<file path="src/hdl/hpd_pkg.sv">
// ============================================================================
// hpd_pkg: shared types and constants of the hall pulse detector
// Field widths, register indexes, opcodes and reset values of the
// configuration registers.
// ============================================================================
`default_nettype none

package hpd_pkg;

   // Fixed field widths of the channels and registers
   localparam int OPCODE_W    = 1;
   localparam int ADC_FIELD_W = 10;
   localparam int TIME_W      = 32;
   localparam int THRESH_W    = 10;
   localparam int CSR_INDEX_W = 2;
   localparam int CSR_DATA_W  = 32;

   // Fractional bits of the baseline
   localparam int FRAC_W = 8;

   // Parameter defaults
   localparam int TRACK_DIVISOR_DEF = 16;
   localparam int ADC_BITS_DEF      = 10;

   // Configuration reset values
   localparam logic [THRESH_W-1:0] TRIGGER_DELTA_RST   = THRESH_W'(100);
   localparam logic [THRESH_W-1:0] RELEASE_DELTA_RST   = THRESH_W'(50);
   localparam logic [TIME_W-1:0]   MIN_INTERVAL_RST    = TIME_W'(10000);
   localparam logic [TIME_W-1:0]   SAMPLE_PERIOD_RST   = TIME_W'(1000);

   typedef enum logic [OPCODE_W-1:0] {
      OP_SAMPLE  = 1'b0,
      OP_RESTART = 1'b1
   } opcode_type;

   typedef enum logic [CSR_INDEX_W-1:0] {
      CSR_TRIGGER_DELTA  = 2'd0,
      CSR_RELEASE_DELTA  = 2'd1,
      CSR_MIN_INTERVAL   = 2'd2,
      CSR_SAMPLE_PERIOD  = 2'd3
   } csr_index_type;

endpackage

`default_nettype wire

</file>
<file path="src/hdl/hpd_req_if.sv">
// ============================================================================
// hpd_req_if: input channel of the hall pulse detector
// One beat carries an opcode, an averaged ADC sample and the current time.
// ============================================================================
`default_nettype none

interface hpd_req_if import hpd_pkg::*; ();
   logic                    valid;
   logic                    ready;
   opcode_type              opcode;
   logic [ADC_FIELD_W-1:0]  adc_sample;
   logic [TIME_W-1:0]       time_us;

   modport source (output valid, output opcode, output adc_sample, output time_us,
                   input ready);
   modport sink   (input valid, input opcode, input adc_sample, input time_us,
                   output ready);
endinterface

`default_nettype wire

</file>
<file path="src/hdl/hpd_rsp_if.sv">
// ============================================================================
// hpd_rsp_if: result channel of the hall pulse detector
// One beat reports the detector state after one input beat.
// ============================================================================
`default_nettype none

interface hpd_rsp_if import hpd_pkg::*; ();
   logic                    valid;
   logic                    ready;
   logic                    sample_taken;
   logic                    pulse_seen;
   logic [TIME_W-1:0]       pulse_total;
   logic [TIME_W-1:0]       pulse_period_us;
   logic [TIME_W-1:0]       pulse_age_us;
   logic                    magnet_near;
   logic [ADC_FIELD_W-1:0]  baseline_level;

   modport source (output valid, output sample_taken, output pulse_seen,
                   output pulse_total, output pulse_period_us, output pulse_age_us,
                   output magnet_near, output baseline_level, input ready);
   modport sink   (input valid, input sample_taken, input pulse_seen,
                   input pulse_total, input pulse_period_us, input pulse_age_us,
                   input magnet_near, input baseline_level, output ready);
endinterface

`default_nettype wire

</file>
<file path="src/hdl/hpd_track.sv">
// ============================================================================
// hpd_track: baseline tracking step
// Moves the Q8 baseline toward the sample by the difference divided by a
// fixed divisor, truncating toward zero (reciprocal multiply, exact).
// ============================================================================
`default_nettype none

module hpd_track import hpd_pkg::*; #(
   parameter int TRACK_DIVISOR = TRACK_DIVISOR_DEF,
   parameter int BASE_W        = ADC_FIELD_W + FRAC_W
) (
   input  wire logic [BASE_W-1:0] baseline_q8,
   input  wire logic [BASE_W-1:0] sample_fix,
   output      logic [BASE_W-1:0] baseline_next
);

   // q = (m * RECIP) >> SHIFT is exact for every m below 2^BASE_W
   localparam int SHIFT = BASE_W + $clog2(TRACK_DIVISOR);
   localparam int RECIP_W = SHIFT + 1;
   localparam longint unsigned RECIP_VAL =
      ((64'd1 << SHIFT) + 64'(TRACK_DIVISOR) - 64'd1) / 64'(TRACK_DIVISOR);
   localparam logic [RECIP_W-1:0] RECIP = RECIP_W'(RECIP_VAL);
   localparam int PROD_W = BASE_W + RECIP_W;

   logic [BASE_W:0]   diff;
   logic              diff_neg;
   logic [BASE_W-1:0] diff_mag;
   logic [PROD_W-1:0] prod;
   logic [BASE_W-1:0] step;

   always_comb begin
      diff     = {1'b0, sample_fix} - {1'b0, baseline_q8};
      diff_neg = diff[BASE_W];
      diff_mag = diff_neg ? BASE_W'(-diff) : diff[BASE_W-1:0];
      prod     = PROD_W'(diff_mag) * PROD_W'(RECIP);
      step     = prod[SHIFT +: BASE_W];
      // magnitude truncated first, so the sign applies toward zero
      baseline_next = diff_neg ? (baseline_q8 - step) : (baseline_q8 + step);
   end

endmodule

`default_nettype wire

</file>
<file path="src/hdl/hall_pulse_detector.sv">
// ============================================================================
// hall_pulse_detector: hysteresis pulse detector with baseline tracking
// Counts magnet passes from averaged hall sensor samples and reports pulse
// count, period, age and the tracked baseline for every input beat.
// ============================================================================
// Each input beat yields exactly one result beat. A beat is registered on
// entry, evaluated combinationally by compares, wrapping time subtracts and
// the baseline tracking step (a reciprocal multiply), and lands in the result
// register together with the state update as soon as the result register is
// free or being drained. One beat is accepted every cycle while the result
// side keeps taking beats, since both registers then advance together. A
// restart beat seeds the baseline from its sample and clears counters; a
// sample beat is evaluated only when sample_period_us has elapsed since the
// last evaluated beat, otherwise it reports the current state with
// sample_taken low. Time differences wrap modulo 2^32. Configuration
// registers take effect at once and should be written only while no beat is
// in flight.
// ============================================================================
`default_nettype none

module hall_pulse_detector import hpd_pkg::*; #(
   parameter int TRACK_DIVISOR = TRACK_DIVISOR_DEF,
   parameter int ADC_BITS      = ADC_BITS_DEF
) (
   input  wire logic                   clock,
   input  wire logic                   reset,
   hpd_req_if.sink                     req_bus,
   hpd_rsp_if.source                   rsp_bus,
   input  wire logic                   csr_wr_en,
   input  wire logic [CSR_INDEX_W-1:0] csr_index,
   input  wire logic [CSR_DATA_W-1:0]  csr_wr_data
);

   // Only the low ADC_BITS of the sample field matter
   localparam int SAMPLE_W = (ADC_BITS < ADC_FIELD_W) ? ADC_BITS : ADC_FIELD_W;
   localparam int BASE_W   = SAMPLE_W + FRAC_W;
   localparam logic [BASE_W-1:0] ROUND_HALF = BASE_W'(1) << (FRAC_W - 1);

   // ---------------------------------------------------------------------
   // Configuration registers
   // ---------------------------------------------------------------------
   logic [THRESH_W-1:0] trigger_delta_ff;
   logic [THRESH_W-1:0] release_delta_ff;
   logic [TIME_W-1:0]   min_interval_ff;
   logic [TIME_W-1:0]   sample_period_ff;

   always_ff @(posedge clock) begin
      if (reset) begin
         trigger_delta_ff <= TRIGGER_DELTA_RST;
         release_delta_ff <= RELEASE_DELTA_RST;
         min_interval_ff  <= MIN_INTERVAL_RST;
         sample_period_ff <= SAMPLE_PERIOD_RST;
      end else if (csr_wr_en) begin
         case (csr_index_type'(csr_index))
            CSR_TRIGGER_DELTA: trigger_delta_ff <= csr_wr_data[THRESH_W-1:0];
            CSR_RELEASE_DELTA: release_delta_ff <= csr_wr_data[THRESH_W-1:0];
            CSR_MIN_INTERVAL:  min_interval_ff  <= csr_wr_data[TIME_W-1:0];
            CSR_SAMPLE_PERIOD: sample_period_ff <= csr_wr_data[TIME_W-1:0];
            default: begin
            end
         endcase
      end
   end

   // ---------------------------------------------------------------------
   // Handshake: input register feeds result register; both advance
   // together whenever the result register is free or being drained.
   // ---------------------------------------------------------------------
   logic in_valid_ff;
   logic in_valid_in;
   logic rsp_valid_ff;
   logic rsp_valid_in;
   logic advance;
   logic fire;
   logic req_beat;

   assign advance        = !rsp_valid_ff || rsp_bus.ready;
   assign fire           = in_valid_ff && advance;
   assign req_bus.ready  = !in_valid_ff || advance;
   assign req_beat       = req_bus.valid && req_bus.ready;

   always_comb begin
      in_valid_in = in_valid_ff;
      if (req_beat) begin
         in_valid_in = 1'b1;
      end else if (fire) begin
         in_valid_in = 1'b0;
      end
      rsp_valid_in = rsp_valid_ff;
      if (advance) begin
         rsp_valid_in = in_valid_ff;
      end
   end

   always_ff @(posedge clock) begin
      if (reset) begin
         in_valid_ff  <= 1'b0;
         rsp_valid_ff <= 1'b0;
      end else begin
         in_valid_ff  <= in_valid_in;
         rsp_valid_ff <= rsp_valid_in;
      end
   end

   // Input payload register: hold until the beat moves on
   opcode_type             in_op_ff;
   logic [ADC_FIELD_W-1:0] in_sample_ff;
   logic [TIME_W-1:0]      in_time_ff;

   always_ff @(posedge clock) begin
      if (req_beat) begin
         in_op_ff     <= req_bus.opcode;
         in_sample_ff <= req_bus.adc_sample;
         in_time_ff   <= req_bus.time_us;
      end
   end

   // ---------------------------------------------------------------------
   // Detector state
   // ---------------------------------------------------------------------
   logic [TIME_W-1:0] count_ff,       count_in;
   logic [TIME_W-1:0] last_pulse_ff,  last_pulse_in;
   logic              pulse_valid_ff, pulse_valid_in;
   logic [TIME_W-1:0] period_ff,      period_in;
   logic [TIME_W-1:0] last_sample_ff, last_sample_in;
   logic [BASE_W-1:0] baseline_ff,    baseline_in;
   logic              present_ff,     present_in;

   // Evaluation of the registered beat
   logic [SAMPLE_W-1:0] sample;
   logic [BASE_W-1:0]   sample_fix;
   logic [BASE_W-1:0]   base_sum;
   logic [SAMPLE_W-1:0] base_round;
   logic [SAMPLE_W-1:0] delta_abs;
   logic [THRESH_W-1:0] delta_ext;
   logic [TIME_W-1:0]   since_sample;
   logic [TIME_W-1:0]   since_pulse;
   logic [BASE_W-1:0]   baseline_tracked;
   logic                taken;
   logic                seen;

   assign sample     = in_sample_ff[SAMPLE_W-1:0];
   assign sample_fix = {sample, {FRAC_W{1'b0}}};
   assign base_sum   = baseline_ff + ROUND_HALF;
   assign base_round = base_sum[BASE_W-1:FRAC_W];

   hpd_track #(
      .TRACK_DIVISOR (TRACK_DIVISOR),
      .BASE_W        (BASE_W)
   ) u_track (
      .baseline_q8   (baseline_ff),
      .sample_fix    (sample_fix),
      .baseline_next (baseline_tracked)
   );

   always_comb begin
      count_in       = count_ff;
      last_pulse_in  = last_pulse_ff;
      pulse_valid_in = pulse_valid_ff;
      period_in      = period_ff;
      last_sample_in = last_sample_ff;
      baseline_in    = baseline_ff;
      present_in     = present_ff;
      taken          = 1'b0;
      seen           = 1'b0;

      delta_abs    = (sample >= base_round) ? (sample - base_round) : (base_round - sample);
      delta_ext    = THRESH_W'(delta_abs);
      since_sample = in_time_ff - last_sample_ff;
      since_pulse  = in_time_ff - last_pulse_ff;

      case (in_op_ff)
         OP_RESTART: begin
            // reseed the baseline and clear all counters
            baseline_in    = sample_fix;
            count_in       = '0;
            last_pulse_in  = '0;
            pulse_valid_in = 1'b0;
            period_in      = '0;
            last_sample_in = in_time_ff;
            present_in     = 1'b0;
            taken          = 1'b1;
         end
         OP_SAMPLE: begin
            if (since_sample >= sample_period_ff) begin
               taken          = 1'b1;
               last_sample_in = in_time_ff;
               if (present_ff) begin
                  // magnet present: wait for the release threshold
                  if (delta_ext <= release_delta_ff) begin
                     present_in = 1'b0;
                  end
               end else if (delta_ext >= trigger_delta_ff) begin
                  // entry: count only if far enough from the last pulse
                  if (!pulse_valid_ff || since_pulse >= min_interval_ff) begin
                     if (pulse_valid_ff) begin
                        period_in = since_pulse;
                     end
                     last_pulse_in  = in_time_ff;
                     pulse_valid_in = 1'b1;
                     count_in       = count_ff + TIME_W'(1);
                     seen           = 1'b1;
                  end
                  present_in = 1'b1;
               end else if (delta_ext <= release_delta_ff) begin
                  // quiet: let the baseline follow the sample
                  baseline_in = baseline_tracked;
               end
            end
         end
         default: begin
         end
      endcase
   end

   always_ff @(posedge clock) begin
      if (reset) begin
         count_ff       <= '0;
         last_pulse_ff  <= '0;
         pulse_valid_ff <= 1'b0;
         period_ff      <= '0;
         last_sample_ff <= '0;
         baseline_ff    <= '0;
         present_ff     <= 1'b0;
      end else if (fire) begin
         count_ff       <= count_in;
         last_pulse_ff  <= last_pulse_in;
         pulse_valid_ff <= pulse_valid_in;
         period_ff      <= period_in;
         last_sample_ff <= last_sample_in;
         baseline_ff    <= baseline_in;
         present_ff     <= present_in;
      end
   end

   // ---------------------------------------------------------------------
   // Result register: capture the updated state with the beat
   // ---------------------------------------------------------------------
   logic                taken_ff;
   logic                seen_ff;
   logic [TIME_W-1:0]   rsp_count_ff;
   logic [TIME_W-1:0]   rsp_period_ff;
   logic [TIME_W-1:0]   rsp_age_ff;
   logic [TIME_W-1:0]   rsp_age_in;
   logic                rsp_near_ff;
   logic [BASE_W-1:0]   rsp_base_ff;
   logic [BASE_W-1:0]   rsp_base_sum;

   // age is all ones until a pulse has been counted
   assign rsp_age_in = pulse_valid_in ? (in_time_ff - last_pulse_in) : '1;

   always_ff @(posedge clock) begin
      if (fire) begin
         taken_ff      <= taken;
         seen_ff       <= seen;
         rsp_count_ff  <= count_in;
         rsp_period_ff <= period_in;
         rsp_age_ff    <= rsp_age_in;
         rsp_near_ff   <= present_in;
         rsp_base_ff   <= baseline_in;
      end
   end

   // round the captured baseline to whole counts on the way out
   assign rsp_base_sum = rsp_base_ff + ROUND_HALF;

   assign rsp_bus.valid           = rsp_valid_ff;
   assign rsp_bus.sample_taken    = taken_ff;
   assign rsp_bus.pulse_seen      = seen_ff;
   assign rsp_bus.pulse_total     = rsp_count_ff;
   assign rsp_bus.pulse_period_us = rsp_period_ff;
   assign rsp_bus.pulse_age_us    = rsp_age_ff;
   assign rsp_bus.magnet_near     = rsp_near_ff;
   assign rsp_bus.baseline_level  = ADC_FIELD_W'(rsp_base_sum[BASE_W-1:FRAC_W]);

endmodule

`default_nettype wire

</file>
<file path="src/flat_wrapper.sv">
// flat-port wrapper written by rule: the top's interface ports become plain ports
module hall_pulse_detector_flat import hpd_pkg::*;
#(
   parameter int TRACK_DIVISOR = TRACK_DIVISOR_DEF,
   parameter int ADC_BITS      = ADC_BITS_DEF
)
  (clock, reset, csr_wr_en, csr_index, csr_wr_data, req_bus_valid, req_bus_opcode, req_bus_adc_sample, req_bus_time_us, req_bus_ready, rsp_bus_valid, rsp_bus_sample_taken, rsp_bus_pulse_seen, rsp_bus_pulse_total, rsp_bus_pulse_period_us, rsp_bus_pulse_age_us, rsp_bus_magnet_near, rsp_bus_baseline_level, rsp_bus_ready);
  hpd_req_if req_bus_i ();
  hpd_rsp_if rsp_bus_i ();
  input  wire logic clock;
  input  wire logic reset;
  input  wire logic csr_wr_en;
  input  wire logic [CSR_INDEX_W-1:0] csr_index;
  input  wire logic [CSR_DATA_W-1:0] csr_wr_data;
  input wire logic [$bits(req_bus_i.valid)-1:0] req_bus_valid;
  input wire logic [$bits(req_bus_i.opcode)-1:0] req_bus_opcode;
  input wire logic [$bits(req_bus_i.adc_sample)-1:0] req_bus_adc_sample;
  input wire logic [$bits(req_bus_i.time_us)-1:0] req_bus_time_us;
  output wire logic [$bits(req_bus_i.ready)-1:0] req_bus_ready;
  output wire logic [$bits(rsp_bus_i.valid)-1:0] rsp_bus_valid;
  output wire logic [$bits(rsp_bus_i.sample_taken)-1:0] rsp_bus_sample_taken;
  output wire logic [$bits(rsp_bus_i.pulse_seen)-1:0] rsp_bus_pulse_seen;
  output wire logic [$bits(rsp_bus_i.pulse_total)-1:0] rsp_bus_pulse_total;
  output wire logic [$bits(rsp_bus_i.pulse_period_us)-1:0] rsp_bus_pulse_period_us;
  output wire logic [$bits(rsp_bus_i.pulse_age_us)-1:0] rsp_bus_pulse_age_us;
  output wire logic [$bits(rsp_bus_i.magnet_near)-1:0] rsp_bus_magnet_near;
  output wire logic [$bits(rsp_bus_i.baseline_level)-1:0] rsp_bus_baseline_level;
  input wire logic [$bits(rsp_bus_i.ready)-1:0] rsp_bus_ready;
  assign req_bus_i.valid = req_bus_valid;
  assign req_bus_i.opcode = req_bus_opcode;
  assign req_bus_i.adc_sample = req_bus_adc_sample;
  assign req_bus_i.time_us = req_bus_time_us;
  assign req_bus_ready = req_bus_i.ready;
  assign rsp_bus_valid = rsp_bus_i.valid;
  assign rsp_bus_sample_taken = rsp_bus_i.sample_taken;
  assign rsp_bus_pulse_seen = rsp_bus_i.pulse_seen;
  assign rsp_bus_pulse_total = rsp_bus_i.pulse_total;
  assign rsp_bus_pulse_period_us = rsp_bus_i.pulse_period_us;
  assign rsp_bus_pulse_age_us = rsp_bus_i.pulse_age_us;
  assign rsp_bus_magnet_near = rsp_bus_i.magnet_near;
  assign rsp_bus_baseline_level = rsp_bus_i.baseline_level;
  assign rsp_bus_i.ready = rsp_bus_ready;
  hall_pulse_detector #(.TRACK_DIVISOR(TRACK_DIVISOR), .ADC_BITS(ADC_BITS)) u_core (.clock(clock), .reset(reset), .req_bus(req_bus_i), .rsp_bus(rsp_bus_i), .csr_wr_en(csr_wr_en), .csr_index(csr_index), .csr_wr_data(csr_wr_data));
endmodule
</file>
<file path="config.mk">
export PLATFORM = sky130hd
export DESIGN_NAME = hall_pulse_detector_flat
export DESIGN_NICKNAME = d
export VERILOG_FILES = /design/src/hdl/hpd_pkg.sv /design/src/hdl/hpd_req_if.sv /design/src/hdl/hpd_rsp_if.sv /design/src/hdl/hpd_track.sv /design/src/hdl/hall_pulse_detector.sv /design/src/flat_wrapper.sv
export SDC_FILE = /design/constraint.sdc
export NUM_CORES = 1
export LEC_CHECK = 0
export BUFFER_PORTS_ARGS = -buffer_cell sky130_fd_sc_hd__buf_2
export CORE_MARGIN = 1.5
export CORE_UTILIZATION = 40
export CTS_CLUSTER_DIAMETER = 60
export DETAILED_ROUTE_END_ITERATION = 16
export GPL_ROUTABILITY_DRIVEN = 0
export GPL_TIMING_DRIVEN = 0
export PLACE_DENSITY = 0.66
export RECOVER_POWER = 25
export SYNTH_ARGS = -nofsm -noshare
export SYNTH_HDL_FRONTEND = slang
export SYNTH_HIERARCHICAL = 1
export SYNTH_SLANG_ARGS = --single-unit
</file>
<file path="constraint.sdc">
create_clock -name clock -period 23.1 [get_ports clock]
set_clock_uncertainty 0.05 [all_clocks]
set_input_delay 2.31 -clock clock [delete_from_list [all_inputs] [get_ports clock]]
set_output_delay 2.31 -clock clock [all_outputs]
set_load 0.005 [all_outputs]
</file>
==> out/qor.txt, run 1 <==
RUN STATUS
------------------------------------------------------------------------------
Run status ...................................................... complete, but fails checks
Violations in the final reports ................................. max-capacitance violations, max-slew violations

LOGIC SYNTHESIS
------------------------------------------------------------------------------
Share of synthesized registers carrying an async set or reset ...           0%
Post-Synthesis Cells ............................................         2956
Average instance area after synthesis ...........................     8.54 µm²
Most common flop cell mapped by yosys ........................... sky130_fd_sc_hd__dfxtp_1
Yosys synthesis warning count ...................................            6
Top-area cell type share of the netlist area ....................        18.6%
Synthesized area ................................................    25200 µm²
Register bit count reported by yosys ............................          387
Count of flip-flops with a built-in enable after synthesis ......          153
Number of distinct library cells after synthesis ................          100
Ranking of synthesized cells by area ............................ sky130_fd_sc_hd__dfxtp_1 (19%), sky130_fd_sc_hd__edfxtp_1 (18%), sky130_fd_sc_hd__ha_1 (12%)
Part of the Yosys area used for sequential elements .............        36.8%
Library cell with the largest summed area after synthesis ....... sky130_fd_sc_hd__dfxtp_1

STA
------------------------------------------------------------------------------
RSZ-0062 raised after global routing ............................           no
Final Hold Violating Endpoints ..................................            0
Final count of negative-setup-slack endpoints ...................            0
Tightest Pin Transition .........................................      3.88 ns
Final critical-path share of the clock period ...................        43.9%
Final count of pins violating max slew ..........................           44
Min cycle time layout ...........................................     10.14 ns
Setup TNS Final .................................................         0 ns
Worst slew slack as a fraction of its limit .....................        -159%
Fmax ............................................................     98.6 MHz

CLOCKING
------------------------------------------------------------------------------
Insertion delay of the later-clocked pin in the worst-skew pair .      0.58 ns
Number of buffers inserted during clock tree synthesis ..........           47
Clock transition at the registers of the reported paths .........      0.06 ns
Longest Clk Path Bufs ...........................................            3
Post-CTS sizing .................................................            0
Clk sink count ..................................................          387
Clock tree from TritonCTS .......................................        built
Cell at the root of the clock tree .............................. sky130_fd_sc_hd__clkbuf_16
Post CTS Setup Buffer Count .....................................            0
Hold-fix buffer count after cts .................................            0
Total number of H-tree levels ...................................            2

PLACED DESIGN
------------------------------------------------------------------------------
Count of placed standard cells including taps ...................         3993
Estimated wirelength of the detail-placed design ................     56800 µm
Input/output buffers ............................................          190
Placed cell area ................................................    27300 µm²

MIN PATH
------------------------------------------------------------------------------
Worst hold path class ........................................... flop to flop

DRT
------------------------------------------------------------------------------
Wl on met1 ......................................................     31900 µm
Routed vias/inst ................................................         5.40
Antenna-violating nets left .....................................            0
Length of routed met2 wiring ....................................     32600 µm
Detailed-route DRC error count ..................................            0
Number of vias after detailed routing ...........................        22062
Met3 WL post-DR .................................................      6170 µm
Violation count after the first detailed-routing iteration ......         1656
Post-detailed-route wirelength per cell .........................      17.9 µm
Uppermost layer routed ..........................................         met5
Post-Route WL ...................................................     73300 µm
Number of iterations in the first detailed-routing pass .........            5

FLOORPLANNING
------------------------------------------------------------------------------
Vertical extent of the die ......................................       254 µm
Initial Util ....................................................        40.7%
Total die area ..................................................    64600 µm²
Site Rows .......................................................           91
Horizontal extent of the die ....................................       254 µm
Area of the core region .........................................    62100 µm²
I/O pin count ...................................................          193

LAYOUT
------------------------------------------------------------------------------
Number of standard cells in the final layout excluding fillers ..         4087
Layout overhead on the synthesized area .........................        14.6%
Share of post-route cells with drive strength above 1 ...........        9.07%
Count of nets after finishing ...................................         3530
Cell area after layout ..........................................    28900 µm²

CRITICAL PATH
------------------------------------------------------------------------------
Top fanout value on the critical path ...........................           10
Type of the worst setup path .................................... flop to flop
Arrival time reported for the critical path endpoint ............     10.40 ns
Startpoint types ................................................         flop
Slowest stage cell, crit path ................................... sky130_fd_sc_hd__clkbuf_1
Worst path max stage delay ......................................      0.70 ns
CP Data Required Time ...........................................     23.36 ns
Critical path endpoint category .................................         flop

FLOW RUN
------------------------------------------------------------------------------
Max capacitance violation total .................................            1

GRT
------------------------------------------------------------------------------
Global route overflow ...........................................            0
Via count of the first global-routing pass ......................        20105
Global-route wire length before repair ..........................    112000 µm
Pin count of the biggest net entering global routing ............           53
Overall track demand over capacity in global routing ............        22.3%
Initial antenna violation count .................................           20

POWER
------------------------------------------------------------------------------
Static Leak .....................................................      11.2 nW
Power density of the placed cells ...............................  79.0 nW/µm²
Final total power ...............................................      2.29 mW
VDD IR-drop max .................................................    0.0613 mV

==> worst paths after layout <==
check,end,slack [ns],cells past startpoint,startpoint
hold reg to reg,u_core/last_sample_ff[14]$_SDFFE_PP0P_,0.40,2,u_core/last_sample_ff[14]$_SDFFE_PP0P_
hold / removal,u_core/last_sample_ff[14]$_SDFFE_PP0P_,0.40,2,u_core/last_sample_ff[14]$_SDFFE_PP0P_
setup reg to reg,u_core/rsp_bus.pulse_age_us[29]$_SDFFCE_PN1P_,12.96,39,u_core/baseline_ff[7]$_SDFFE_PP0P_
setup / recovery,u_core/rsp_bus.pulse_age_us[29]$_SDFFCE_PN1P_,12.96,39,u_core/baseline_ff[7]$_SDFFE_PP0P_
==> final cells by class <==
| class | instances | area (µm²) |
|---|---|---|
| clock buffer | 61 | 1390 |
| multi-input combinational | 2222 | 14600 |
| fill | 6131 | 33100 |
| timing repair buffer | 192 | 928 |
| sequential | 387 | 9280 |
| clock inverter | 26 | 265 |
| inverter | 231 | 867 |
| antenna | 7 | 17.5 |
| tap | 837 | 1050 |
| buffer | 124 | 523 |
==> cell usage in the layout, fill, tap and decap left out, types with 19 or more instances in the layout <==
master / Yosys / final
sky130_fd_sc_hd__o211ai_1: 26 / 26
sky130_fd_sc_hd__nand2_1: 447 / 447
sky130_fd_sc_hd__xor2_1: 72 / 72
sky130_fd_sc_hd__nand2b_1: 33 / 33
sky130_fd_sc_hd__a31oi_1: 19 / 19
sky130_fd_sc_hd__a211oi_1: 21 / 21
sky130_fd_sc_hd__a22o_1: 70 / 70
sky130_fd_sc_hd__xnor2_1: 112 / 112
sky130_fd_sc_hd__or3_1: 26 / 26
sky130_fd_sc_hd__nor2_1: 156 / 156
sky130_fd_sc_hd__a21oi_1: 315 / 315
sky130_fd_sc_hd__o21ai_1: 19 / 19
sky130_fd_sc_hd__o21ai_0: 133 / 133
sky130_fd_sc_hd__nor3_1: 40 / 40
sky130_fd_sc_hd__a21o_1: 87 / 87
sky130_fd_sc_hd__clkbuf_16: 0 / 53
sky130_fd_sc_hd__edfxtp_1: 153 / 153
sky130_fd_sc_hd__clkbuf_1: 82 / 142
sky130_fd_sc_hd__and3_1: 33 / 33
sky130_fd_sc_hd__inv_1: 230 / 230
sky130_fd_sc_hd__ha_1: 236 / 236
sky130_fd_sc_hd__dfxtp_1: 234 / 234
sky130_fd_sc_hd__nand4_1: 32 / 32
sky130_fd_sc_hd__nand3_1: 60 / 60
sky130_fd_sc_hd__buf_2: 25 / 159
sky130_fd_sc_hd__nor2b_1: 29 / 29
==> layer usage <==
| metal | global-route usage (%) | vias to the layer above |
|---|---|---|
| li1 | - | 10958 |
| met1 | 29.7 | 10253 |
| met2 | 34.7 | 675 |
| met3 | 5.73 | 152 |
| met4 | 8.04 | 24 |
| met5 | 0 | - |
==> cell families (layout without fill, tap and decap cells) <==
logic type / after synthesis / in the layout / synth area share [%]
and+or+nand+nor: 941 / 941 / 17.6
muxes: 22 / 22 / 0.927
buffers and inverters: 355 / 634 / 5.49
xor gates and xnor gates: 184 / 184 / 6.38
adders and majority gates: 243 / 243 / 12.3
DFF: 387 / 387 / 36.8
other: 1 / 16 / 0.0149
AOI/OAI and AO/OA: 823 / 823 / 20.6
==> metrics by stage <==
stage	util, %	hold WS (ns)	worst slack (ns)
after floorplan	-	0.384	15.54
after global placement	44.0	0.393	13.26
after detailed placement	44.0	0.396	13.33
after CTS	46.7	0.404	13.20
after global routing	46.6	0.417	12.40
final	46.6	0.401	12.96
==> synthesized netlist by cell type, types with 72 or more instances <==
library cell and instances:
sky130_fd_sc_hd__ha_1 236, sky130_fd_sc_hd__xnor2_1 112, sky130_fd_sc_hd__xor2_1 72, sky130_fd_sc_hd__inv_1 230, sky130_fd_sc_hd__nor2_1 156, sky130_fd_sc_hd__o21ai_0 133, sky130_fd_sc_hd__a21oi_1 315, sky130_fd_sc_hd__a21o_1 87
sky130_fd_sc_hd__dfxtp_1 234, sky130_fd_sc_hd__edfxtp_1 153, sky130_fd_sc_hd__nand2_1 447, sky130_fd_sc_hd__clkbuf_1 82
==> worst max-delay path: cells and delay by family, from the launching register on <==
kind | cells | cell delay, ns
adders and majority gates | 4 | 1.18
xor gates and xnor gates | 2 | 0.38
buffers and inverters | 5 | 1.40
DFF | 1 | 0.50
AOI/OAI and AO/OA | 14 | 3.43
and+or+nand+nor | 14 | 2.91
==> where the power goes <==
group	leakage, nW	internal [mW]	switching (mW)
clock network	0.823	0.471	0.308
registers	3.31	0.750	0.0251
logic	7.07	0.275	0.456
(Power assumes the default switching activity.)
==> run 2, diff against run 1 <==
==> constraint.sdc (replaced) <==
create_clock -name clock -period 10.5 [get_ports clock]
set_clock_uncertainty 0.05 [all_clocks]
set_input_delay 1.05 -clock clock [delete_from_list [all_inputs] [get_ports clock]]
set_output_delay 1.05 -clock clock [all_outputs]
set_load 0.005 [all_outputs]
==> run 2 against run 1 <==
The run still ends with max-capacitance violations, max-slew violations left. Combinational power rose by 120%. Hold slack barely moved. Non-clock buffer count did not move. Via count fell by 0.16%.
==> out/qor.txt, run 2 (same netlist as run 1, synthesis figures left out) <==
CLOCKING
------------------------------------------------------------------------------
Total number of H-tree levels ...................................            2
Clock transition at the registers of the reported paths .........      0.06 ns
Number of buffers inserted during clock tree synthesis ..........           47
Clk sink count ..................................................          387
Clock tree from TritonCTS .......................................        built
Longest Clk Path Bufs ...........................................            3
Insertion delay of the later-clocked pin in the worst-skew pair .      0.58 ns
Hold-fix buffer count after cts .................................            0
Cell at the root of the clock tree .............................. sky130_fd_sc_hd__clkbuf_16

GRT
------------------------------------------------------------------------------
Global route overflow ...........................................            0
Initial antenna violation count .................................           20
Global-route wire length before repair ..........................    112000 µm
Overall track demand over capacity in global routing ............        22.3%
Pin count of the biggest net entering global routing ............           53
Via count of the first global-routing pass ......................        20105

FLOORPLANNING
------------------------------------------------------------------------------
Area of the core region .........................................    62100 µm²
Site Rows .......................................................           91
I/O pin count ...................................................          193
Vertical extent of the die ......................................       254 µm
Initial Util ....................................................        40.7%
Total die area ..................................................    64600 µm²
Horizontal extent of the die ....................................       254 µm

STA
------------------------------------------------------------------------------
Fmax ............................................................      102 MHz
Min cycle time layout ...........................................      9.83 ns
Worst slew slack as a fraction of its limit .....................        -159%
Setup TNS Final .................................................         0 ns
RSZ-0062 raised after global routing ............................           no
Tightest Pin Transition .........................................      3.88 ns
Worst hold slack across all endpoints ...........................     0.401 ns
Final Hold Violating Endpoints ..................................            0
Final critical-path share of the clock period ...................        93.7%
Final count of negative-setup-slack endpoints ...................            0
Final count of pins violating max slew ..........................           44

DRT
------------------------------------------------------------------------------
Post-detailed-route wirelength per cell .........................      17.9 µm
Number of iterations in the first detailed-routing pass .........            5
Antenna-violating nets left .....................................            0
Routed vias/inst ................................................         5.39
Post-Route WL ...................................................     73300 µm
Number of vias after detailed routing ...........................        22027
Detailed-route DRC error count ..................................            0
Violation count after the first detailed-routing iteration ......         1655

LAYOUT
------------------------------------------------------------------------------
Layout overhead on the synthesized area .........................        14.6%
Cell area after layout ..........................................    28900 µm²
Count of nets after finishing ...................................         3530
Core Util, Final ................................................        46.6%
Total area of multi-input combinational cells ...................    14600 µm²
Top library cells by usage in the layout, fill and taps aside ... sky130_fd_sc_hd__nand2_1 (447), sky130_fd_sc_hd__a21oi_1 (315), sky130_fd_sc_hd__ha_1 (236)
FF+latch area ...................................................     9280 µm²
Share of post-route cells with drive strength above 1 ...........        9.10%
Most common cell after layout, fill and taps aside .............. sky130_fd_sc_hd__nand2_1
Filler Cells Inserted ...........................................         6130

POWER
------------------------------------------------------------------------------
Final total power ...............................................      5.03 mW
Power share of the sequential group .............................        33.9%
Part of the power in combinational logic ........................        32.0%
Static Leak .....................................................      11.2 nW
VDD IR-drop max .................................................     0.134 mV
Net switching power figure ......................................      1.73 mW
Power density of the placed cells ...............................   174 nW/µm²
Clock group share of total power ................................        34.1%
Internal power contribution .....................................      3.29 mW
Fraction of power spent switching nets ..........................        34.5%

CRITICAL PATH
------------------------------------------------------------------------------
Top fanout value on the critical path ...........................           10
CP Data Required Time ...........................................     10.76 ns
Arrival time reported for the critical path endpoint ............     10.09 ns
Critical path endpoint category .................................         flop
Slowest stage cell, crit path ................................... sky130_fd_sc_hd__a21boi_0
Type of the worst setup path .................................... flop to flop
Worst path max stage delay ......................................      0.57 ns
Startpoint types ................................................         flop

MIN PATH
------------------------------------------------------------------------------
Worst hold path class ........................................... flop to flop

PLACED DESIGN
------------------------------------------------------------------------------
Estimated wirelength of the detail-placed design ................     56800 µm
Placed cell area ................................................    27300 µm²
Input/output buffers ............................................          190

RUN STATUS
------------------------------------------------------------------------------
Run status ...................................................... complete, but fails checks
Violations in the final reports ................................. max-capacitance violations, max-slew violations

FLOW RUN
------------------------------------------------------------------------------
Max capacitance violation total .................................            1

## run 2: cell counts in the layout (fill, tap and decap cells not counted)
No cell type changed its count.
## run 2: worst max-delay path, delay by kind of cell, from the launching register on
family | cells | cell delay, ns
xor gates and xnor gates | 2 | 0.38
buffers and inverters | 5 | 1.09
adders and majority gates | 4 | 1.22
and+or+nand+nor | 14 | 2.91
DFF | 1 | 0.50
AOI/OAI and AO/OA | 14 | 3.39
## run 2: final cells by class
class	instances	area share (%)
multi-input combinational	2222	50.5
clock buffer	61	4.79
antenna	7	0.0606
inverter	231	3.00
buffer	124	1.81
tap	837	3.62
timing repair buffer	192	3.21
sequential	387	32.1
clock inverter	26	0.917
## run 2: path summary, 6_finish.rpt
path                                                             start                                             to  slack, ns  cells past startpoint
worst min-delay path            u_core/last_sample_ff[14]$_SDFFE_PP0P_         u_core/last_sample_ff[14]$_SDFFE_PP0P_       0.40                      2
worst min register to register  u_core/last_sample_ff[14]$_SDFFE_PP0P_         u_core/last_sample_ff[14]$_SDFFE_PP0P_       0.40                      2
worst max-delay path                u_core/baseline_ff[7]$_SDFFE_PP0P_  u_core/rsp_bus.pulse_age_us[29]$_SDFFCE_PN1P_       0.67                     39
worst max register to register      u_core/baseline_ff[7]$_SDFFE_PP0P_  u_core/rsp_bus.pulse_age_us[29]$_SDFFCE_PN1P_       0.67                     39
## run 2: through the flow
step,instances,setup slack (ns)
5_1_grt,4086,0.0796
3_3_place_gp,3991,0.658
3_5_place_dp,3993,0.729
6_report,4087,0.666
4_1_cts,4080,0.595
2_1_floorplan,2964,2.94
## run 2: routing by layer
metal | vias to the layer above | wire (µm) | global-route usage, %
li1 | 10956 | - | -
met1 | 10235 | 32000 | 29.7
met4 | 24 | 2420 | 8.04
met3 | 148 | 6040 | 5.73
met2 | 664 | 32700 | 34.7
met5 | - | 154 | 0
## run 2: power by group through the flow
stage                     clock network, mW  registers, mW  logic (mW)
after floorplan                           0           1.72        1.15
after global placement                    0           1.74        1.57
after detailed placement                  0           1.74        1.58
after CTS                              1.75           1.71        1.60
after global routing                   1.81           1.71        1.78
final                                  1.71           1.71        1.61
## run 2: timing repair
action,CTS,global route
resized for setup,0,2
buffers inserted,0,0
setup endpoints to repair,0,7
